--- src/rtl/peer_address_client_table_macros.svh ---
// Assertion macros for the peer address client table
`ifndef PEER_ADDRESS_CLIENT_TABLE_MACROS_SVH
`define PEER_ADDRESS_CLIENT_TABLE_MACROS_SVH
// Checked on every clock edge, masked during reset
`define PACT_ASSERT(lbl, prop, msg) \
  lbl: assert property (@(posedge clk) disable iff (!rst_n) prop) else $error(msg);
// Checked on every clock edge, reset included
`define PACT_ASSERT_ALWAYS(lbl, prop, msg) \
  lbl: assert property (@(posedge clk) prop) else $error(msg);
`endif

--- src/rtl/pact_ram.sv ---
`timescale 1ns / 1ps
// ----------------------------------------------------------------------------
// pact_ram
// Generic single write, single read RAM with registered read data.
// ----------------------------------------------------------------------------
module pact_ram #(
  parameter int WIDTH = 8,
  parameter int DEPTH = 16
) (
  input  logic                     clk,
  input  logic                     we,
  input  logic [$clog2(DEPTH)-1:0] waddr,
  input  logic [WIDTH-1:0]         wdata,
  input  logic [$clog2(DEPTH)-1:0] raddr,
  output logic [WIDTH-1:0]         rdata
);

  logic [WIDTH-1:0] mem [DEPTH];
  logic [WIDTH-1:0] rdata_r;

  always_ff @(posedge clk) begin
    if (we) begin
      mem[waddr] <= wdata;
    end
    rdata_r <= mem[raddr];
  end

  assign rdata = rdata_r;

endmodule

--- config.mk ---
export PLATFORM = sky130hd
export DESIGN_NAME = pact_ram
export DESIGN_NICKNAME = d
export VERILOG_FILES = /design/src/rtl/peer_address_client_table_macros.svh /design/src/rtl/pact_ram.sv
export SDC_FILE = /design/constraint.sdc
export NUM_CORES = 1
export LEC_CHECK = 0
export BUFFER_PORTS_ARGS = -buffer_cell sky130_fd_sc_hd__buf_2
export CAP_MARGIN = 20
export CELL_PAD_IN_SITES_DETAIL_PLACEMENT = 0
export CELL_PAD_IN_SITES_GLOBAL_PLACEMENT = 2
export CORE_ASPECT_RATIO = 0.8
export CORE_MARGIN = 1.5
export CORE_UTILIZATION = 52
export DETAILED_ROUTE_END_ITERATION = 8
export GPL_ROUTABILITY_DRIVEN = 0
export MAX_ROUTING_LAYER = met4
export PLACE_DENSITY_LB_ADDON = 0.1
export SLEW_MARGIN = 20
export SYNTH_ARGS = -nofsm -noshare
export SYNTH_HDL_FRONTEND = slang
export SYNTH_SLANG_ARGS = --single-unit
--- constraint.sdc ---
create_clock -name clk -period 3.2 [get_ports clk]
set_input_delay 0.32 -clock clk [delete_from_list [all_inputs] [get_ports clk]]
set_output_delay 0.32 -clock clk [all_outputs]
set_load 0.05 [all_outputs]
==> results.json, run 1 <==
{
  "outcome": "finished, final reports clean",
  "fmaxAchievable_mhz": 665,
  "powerDensity_mw_per_mm2": 715,
  "synth-seq-area-share_pct": 77.8,
  "rsz0062_at_grt": "no",
  "fin_ws_ns": 1.70,
  "setup_tns_ns": 0,
  "ys_types": 19,
  "crit_start": "waddr[2]",
  "synth_top_area_cell": "edfxtp_1",
  "p_leak_nw": 2.06,
  "die_y_um": 92.0,
  "cts_setup_buffers": 0,
  "worst_pin_slew_ns": 0.979,
  "cts_resized": 0,
  "tritoncts": "done",
  "cp_cell_sequence": "buf_2 > or3b_2 > nor2_1",
  "cp.arrival_ns": 1.54,
  "hpwlAfterDp_um": 5440,
  "cts-root-buf": "clkbuf_16",
  "r2r_setup_slack_ns": 1.87,
  "grt_use_total_pct": 20.5,
  "dp_worst_setup_slack_ns": 1.28,
  "drcViolationCount": 0,
  "layout_min_cycle_time_ns": 1.50,
  "setup_violations": 0,
  "reg2regPathDepth": 3,
  "vias_per_cell": 5.56,
  "ant_nets": 0,
  "io_pins": 26,
  "worst-setup-path-type": "input pin to flip-flop",
  "r2r-start": "mem[11][1]",
  "cp-start-kind": "input pin",
  "synthFlopType": "edfxtp_1",
  "synth_nets": 247,
  "syn2layout_area_growth_pct": 18.2,
  "row_count": 32,
  "hold_path_class": "input pin to flip-flop",
  "clk_pin_slew_worst_paths_ns": 0.06,
  "synth_top_area_share_pct": 74.7,
  "clk_latency_ns": 0.41,
  "yosysMostFrequentCell": "edfxtp_1",
  "cap_violations": 0,
  "rr_endpoint": "rdata[1]",
  "cts_sinks": 136,
  "synth_area_mm2": 0.00515,
  "synth_area_leaders": "edfxtp_1, mux4_2, mux4_1",
  "diodes": 0,
  "die-area_mm2": 0.0105,
  "cts_hold_buf": 0,
  "grt_pass1_wl_um": 14200,
  "die_w_um": 114,
  "drt_iter0_markers": 206,
  "grt_overflow_total": 0,
  "initial_utilization_pct": 53.3,
  "worst_ep_required_time_ns": 3.24,
  "peakVddDrop_v": 0.000380,
  "wl_per_cell_um": 21.7,
  "portBuffers": 25,
  "synth_async_sr_flop_share_pct": 0,
  "slew_headroom_pct": 34.5,
  "core_area_mm2": 0.00965,
  "hold_violations": 0,
  "drt-total-wl_um": 9110,
  "fin_worst_skew_ns": 0.00753,
  "cts_max_path_buffers": 2,
  "slowest_stage": "nor2_1",
  "end_kind": "flip-flop",
  "period_share_pct": 47.0,
  "netlist_instances": 229,
  "antenna_found_initial": 0,
  "drive_gt1_share_pct": 29.3,
  "final_nets": 288,
  "synth_edf_count": 128,
  "synth_warnings": 0,
  "cts_made_buffers": 17,
  "max_stage_delay_ns": 0.60,
  "cp_max_fo": 8,
  "dr.pass1.iters": 4,
  "slew_viol_final": 0,
  "ys_seq_elements": 136,
  "vias": 2330,
  "endpoint": "mem[1][2]",
  "ctsHtreeMaxLevel": 4,
  "synth_commonest_cells": "edfxtp_1, mux4_2, a22oi_1",
  "syn_avg_cell_area_um2": 22.5,
  "grt_max_degree": 33,
  "grt_pass1_vias": 2378
}
flip-flops by register name, summed over array words and instances, names as in the netlist:
register and count:
mem 128, rdata 8
through the flow:
step / utilization, % / hold WS [ns] / cells / cell area [um2] / total power [mW]
6_report: 63.1 / 0.294 / 419 / 6080 / 4.35
5_1_grt: 63.1 / 0.295 / 419 / 6080 / 4.47
4_1_cts: 63.1 / 0.272 / 419 / 6080 / 4.37
3_5_place_dp: 56.2 / 0.668 / 387 / 5420 / 2.25
3_3_place_gp: 56.2 / 0.666 / 387 / 5420 / 2.25
2_1_floorplan: - / 0.419 / 229 / 5150 / 2.18
worst min-delay path by stage:
stage                           from          to  depth (start not counted)
after floorplan             wdata[0]   mem[0][0]                          0
after global placement    mem[12][4]    rdata[4]                          3
after detailed placement   mem[8][2]    rdata[2]                          3
after CTS                   wdata[0]  mem[12][0]                          1
after global routing        wdata[3]   mem[5][3]                          1
final                       wdata[0]  mem[12][0]                          1
metal layers:
metal  track usage, %  share of wire, %  vias up
li1                 -                 -     1055
met1             28.0                46     1214
met2             29.8                48       50
met3             6.35               4.8       11
met4             6.88               1.1        0
met5                -                 0        -
layout by cell type (no fill, tap or decap), types with 2 or more instances in the layout:
| cell | count |
|---|---|
| a22oi_1 | 16 |
| buf_2 | 25 |
| buf_4 | 6 |
| bufinv_16 | 5 |
| clkbuf_16 | 17 |
| clkinv_4 | 7 |
| dfxtp_1 | 8 |
| edfxtp_1 | 128 |
| mux4_1 | 14 |
| mux4_2 | 18 |
| nand2_1 | 9 |
| nand2b_1 | 2 |
| nand3b_1 | 2 |
| nor2_1 | 13 |
| nor3_1 | 4 |
cells by family (layout without fill, tap and decap cells):
group | after synthesis | after routing | synth area share (%)
AO/OA/AOI/OAI | 16 | 16 | 2.33
AND/OR/NAND/NOR | 35 | 35 | 3.18
buffers and inverters | 10 | 64 | 1.68
multiplexers | 32 | 32 | 15.0
flip-flops | 136 | 136 | 77.8
critical path, delay by kind of cell:
kind	cells	cell delay, ns
buf+inv	1	0.11
simple gates	2	1.10
area by class of cell:
| type | count | area [um2] |
|---|---|---|
| sequential | 136 | 4000 |
| fill | 668 | 3560 |
| multi-input combinational | 83 | 1060 |
| clock buffer | 18 | 439 |
| clock inverter | 14 | 224 |
| timing repair buffer | 32 | 190 |
| tap | 136 | 170 |
report_power, final:
group	internal (mW)	switching [mW]	total [mW]
combinational	0.0748	0.137	0.212
sequential	1.99	0.0102	2.00
clock	1.41	0.726	2.13
No activity file was read; power rests on OpenSTA's default activity.
==> run 2: changes to the inputs <==
Settings changed: ABC_AREA set to 1, CORE_UTILIZATION 52 to 40.
Clock period 3.2 ns to 1.4 ns, I/O delays scaled along.
==> results.json, run 2 <==
{
  "outcome": "finished, final reports clean",
  "synth_area_leaders": "edfxtp_1, nand2_1, nand3_1",
  "drcViolationCount": 0,
  "hold_violations": 0,
  "synth_commonest_cells": "nand2_1, edfxtp_1, inv_1",
  "row_count": 39,
  "fin_worst_skew_ns": 0.0134,
  "ant_nets": 0,
  "synth_top_area_share_pct": 66.7,
  "worst-setup-path-type": "flip-flop to output port",
  "yosysMostFrequentCell": "nand2_1",
  "final_nets": 614,
  "final_cell_mix": "nand2_1, edfxtp_1, inv_1",
  "grt_use_total_pct": 21.2,
  "core_area_mm2": 0.0142,
  "setup_tns_ns": 0,
  "peakVddDrop_v": 0.000895,
  "netlist_instances": 551,
  "end_kind": "output port",
  "grt_max_degree": 65,
  "syn2layout_area_growth_pct": 17.4,
  "worst_pin_slew_ns": 0.440,
  "slowest_stage": "dfxtp_1",
  "cts_setup_buffers": 0,
  "setup_violations": 0,
  "dr.pass1.iters": 5,
  "period_share_pct": 87.0,
  "initial_utilization_pct": 40.6,
  "largest_reg_flops": 128,
  "cts_hold_buf": 0,
  "synth_async_sr_flop_share_pct": 0,
  "synth_nets": 569,
  "slew_headroom_pct": 70.7,
  "hold_path_class": "input pin to flip-flop",
  "cpLargestDelayFamily": "flip-flops",
  "synth_top_area_cell": "edfxtp_1",
  "fmaxAchievable_mhz": 821,
  "reg2regPathDepth": 6,
  "nFillCells": 1345,
  "rsz0062_at_grt": "no",
  "portBuffers": 25,
  "p_leak_nw": 2.95,
  "layout_min_cycle_time_ns": 1.22,
  "grt_pass1_wl_um": 21300,
  "cts_made_buffers": 17,
  "cp_num_cells": 1,
  "vias": 3748,
  "ff_latch_area_mm2": 0.00400,
  "hpwlAfterDp_um": 8990,
  "cts_sinks": 136,
  "clk_pin_slew_worst_paths_ns": 0.05,
  "grt_overflow_total": 0,
  "worst_ep_required_time_ns": 1.26,
  "syn_avg_cell_area_um2": 10.5,
  "cp-start-kind": "flip-flop",
  "cp_max_fo": 1,
  "drt-total-wl_um": 14400,
  "ys_types": 12,
  "holdPathStages": 3,
  "powerDensity_mw_per_mm2": 1440,
  "synth_edf_count": 128,
  "synth-seq-area-share_pct": 69.4,
  "die-area_mm2": 0.0152,
  "synthFlopType": "edfxtp_1",
  "tritoncts": "done",
  "synth_area_mm2": 0.00577,
  "antenna_found_initial": 0,
  "die_w_um": 137,
  "clk_latency_ns": 0.43,
  "cts_max_path_buffers": 2,
  "cts-root-buf": "clkbuf_16",
  "synth_warnings": 0,
  "die_y_um": 110,
  "slew_viol_final": 0,
  "diodes": 0,
  "cp_cell_sequence": "buf_2",
  "final_util_pct": 47.7,
  "ctsHtreeMaxLevel": 4,
  "cap_violations": 0,
  "wl_per_cell_um": 18.1,
  "drive_gt1_share_pct": 12.8,
  "regMostFlops": "mem",
  "cp.arrival_ns": 1.08,
  "cts_resized": 0,
  "ys_seq_elements": 136,
  "vias_per_cell": 4.73,
  "final_common_cell": "nand2_1",
  "cp.buffers_inverters": 1,
  "drt_iter0_markers": 224,
  "io_pins": 26,
  "grt_pass1_vias": 3398,
  "max_stage_delay_ns": 0.38,
  "multi_input_area_mm2": 0.00121
}
run 2: changes by cell type after synthesis, moves of 4 or more:
cell,change
mux4_2,-18
a22oi_1,-16
nor2_1,+4
inv_1,+100
nand2_1,+164
buf_2,+10
nor3_1,-4
nand3_1,+96
mux4_1,-14
run 2: kinds of logic (layout without fill, tap and decap cells):
| logic type | count (synthesis) | count (layout) | synth area share [%] |
|---|---|---|---|
| AND/OR/NAND/NOR | 289 | 289 | 21.0 |
| buffers and inverters | 126 | 183 | 9.52 |
| flip-flops | 136 | 136 | 69.4 |
run 2: area by class of cell:
type	count	share of cell area, %
sequential	136	59.1
multi-input combinational	289	17.9
clock buffer	18	6.34
inverter	102	5.66
timing repair buffer	50	5.17
tap	184	3.40
clock inverter	13	2.37
run 2: metrics by stage:
stage / worst slack [ns] / instance area [um2] / cells / hold slack, ns / power [mW]
after global placement: 0.128 / 6180 / 761 / 0.539 / 5.35
after global routing: 0.146 / 6770 / 792 / 0.114 / 10.1
after floorplan: 0.309 / 5770 / 551 / 0.239 / 5.07
final: 0.182 / 6770 / 792 / 0.118 / 9.77
after CTS: 0.138 / 6770 / 792 / 0.0932 / 9.85
after detailed placement: 0.137 / 6180 / 761 / 0.538 / 5.35
run 2: power breakdown:
part	leakage, nW	switching [mW]	internal, mW
Combinational	1.43	0.493	0.178
Clock	0.293	1.60	2.92
Sequential	1.22	0.0324	4.55
Total	2.95	2.12	7.65
run 2: final timing paths:
path / endpoint / from / slack [ns]
setup / recovery: rdata[1] / rdata[1] / 0.18
hold / removal: rdata[5] / raddr[3] / 0.12
setup reg to reg: rdata[2] / mem[3][2] / 0.35
hold reg to reg: rdata[1] / mem[13][1] / 0.65
run 2: metal layers:
metal	GRT usage, %	vias to the layer above	wire length [um]
li1	-	1864	-
met1	31.1	1779	7300
met2	29.3	98	6180
met3	5.21	7	755
met4	5.64	0	123
met5	-	-	0
==> run 3: changes to the inputs <==
Settings changed: CTS_BUF_LIST set to sky130_fd_sc_hd__clkbuf_4.
==> results.json, run 3 (synthesis gave the netlist of run 2 again) <==
{
  "outcome": "finished, final reports clean",
  "drt-met1-wl_um": 7320,
  "cts_sinks": 136,
  "io_pins": 26,
  "nFillCells": 1370,
  "regMostFlops": "mem",
  "cts-root-buf": "clkbuf_4",
  "fin_worst_skew_ns": 0.0137,
  "tritoncts": "done",
  "cp.buffers_inverters": 1,
  "cts_made_buffers": 17,
  "rsz0062_at_grt": "no",
  "cp_cell_sequence": "buf_2",
  "slowest_stage": "dfxtp_1",
  "drcViolationCount": 0,
  "grt_max_degree": 65,
  "worst_ep_required_time_ns": 1.26,
  "drt-total-wl_um": 14300,
  "final_nets": 619,
  "ctsHtreeMaxLevel": 4,
  "layout_min_cycle_time_ns": 1.32,
  "die_w_um": 137,
  "hold_path_class": "input pin to flip-flop",
  "drt_iter0_markers": 247,
  "cpLargestDelayFamily": "flip-flops",
  "die_y_um": 110,
  "worst_pin_slew_ns": 0.426,
  "cts_setup_buffers": 0,
  "initial_utilization_pct": 40.6,
  "cap_violations": 0,
  "vias": 3686,
  "die-area_mm2": 0.0152,
  "final_common_cell": "nand2_1",
  "period_share_pct": 94.0,
  "grt_use_total_pct": 21.0,
  "dpl-instance-area_mm2": 0.00618,
  "cp.arrival_ns": 1.18,
  "row_count": 39,
  "grt_pass1_wl_um": 21200,
  "clk_pin_slew_worst_paths_ns": 0.11,
  "final_cell_mix": "nand2_1, edfxtp_1, inv_1",
  "cp_max_fo": 1,
  "hold_violations": 0,
  "cp-start-kind": "flip-flop",
  "vias_per_cell": 4.62,
  "largest_reg_flops": 128,
  "end_kind": "output port",
  "antenna_found_initial": 0,
  "setup_tns_ns": 0,
  "diodes": 0,
  "powerDensity_mw_per_mm2": 1220,
  "slew_headroom_pct": 71.6,
  "hpwlAfterDp_um": 8990,
  "drive_gt1_share_pct": 12.9,
  "ant_nets": 0,
  "slew_viol_final": 0,
  "cts_max_path_buffers": 2,
  "peakVddDrop_v": 0.000709,
  "fin_ws_ns": 0.0840,
  "layoutNonFillerInstCount": 797,
  "setup_violations": 0,
  "core_area_mm2": 0.0142,
  "syn2layout_area_growth_pct": 13.3,
  "dp_worst_setup_slack_ns": 0.137,
  "met2_wirelength_um": 6300,
  "final_util_pct": 46.0,
  "portBuffers": 25,
  "max_stage_delay_ns": 0.38,
  "dr.pass1.iters": 4,
  "wl_per_cell_um": 17.9,
  "clk_latency_ns": 0.52,
  "fmaxAchievable_mhz": 760,
  "grt_overflow_total": 0,
  "worst-setup-path-type": "flip-flop to output port",
  "grt_pass1_vias": 3418,
  "p_leak_nw": 2.85,
  "routed.top_layer": "met4",
  "met3WireLength_um": 638,
  "fin_area_mm2": 0.00653,
  "placed_cells": 761
}
==> run 3: repair_timing <==
item                       in CTS  in global routing
hold buffers                    5                  0
setup endpoints to repair       2                  0
hold endpoints to repair       51                  0
gates resized for setup         2                  0
==> run 3: cell type report <==
class	count	area, um2	share of cell area [%]
multi-input cells	289	1210	18.6
clock buffers	18	135	2.07
repair buffers	55	405	6.21
well taps	184	230	3.52
inverters	102	383	5.86
clock inverters	13	160	2.45
flip-flops and latches	136	4000	61.3
==> run 3: report_power, final <==
group	internal (mW)	switching [mW]	total, mW	leakage [nW]
logic	0.191	0.489	0.679	1.46
registers	4.54	0.0335	4.58	1.22
clock network	1.39	1.35	2.74	0.165
total	6.12	1.87	7.99	2.85
==> run 3: final timing paths <==
check,start,endpoint,slack [ns],cells past startpoint
setup / recovery,rdata[0],rdata[0],0.08,1
hold / removal,wdata[3],mem[11][3],0.06,1
setup reg to reg,mem[11][3],rdata[3],0.36,6
hold reg to reg,mem[13][1],rdata[1],0.66,6
==> run 3: stage by stage <==
stage | hold slack, ns | power (mW)
after global routing | 0.0215 | 8.31
after CTS | 0.0291 | 8.08
after floorplan | 0.239 | 5.07
final | 0.0630 | 7.99
after global placement | 0.539 | 5.35
after detailed placement | 0.538 | 5.35
==> run 3: layer usage <==
metal,track usage [%],vias to the layer above
met5,-,-
met4,5.19,0
met3,4.94,2
met2,29.1,68
met1,31.0,1744
li1,-,1872
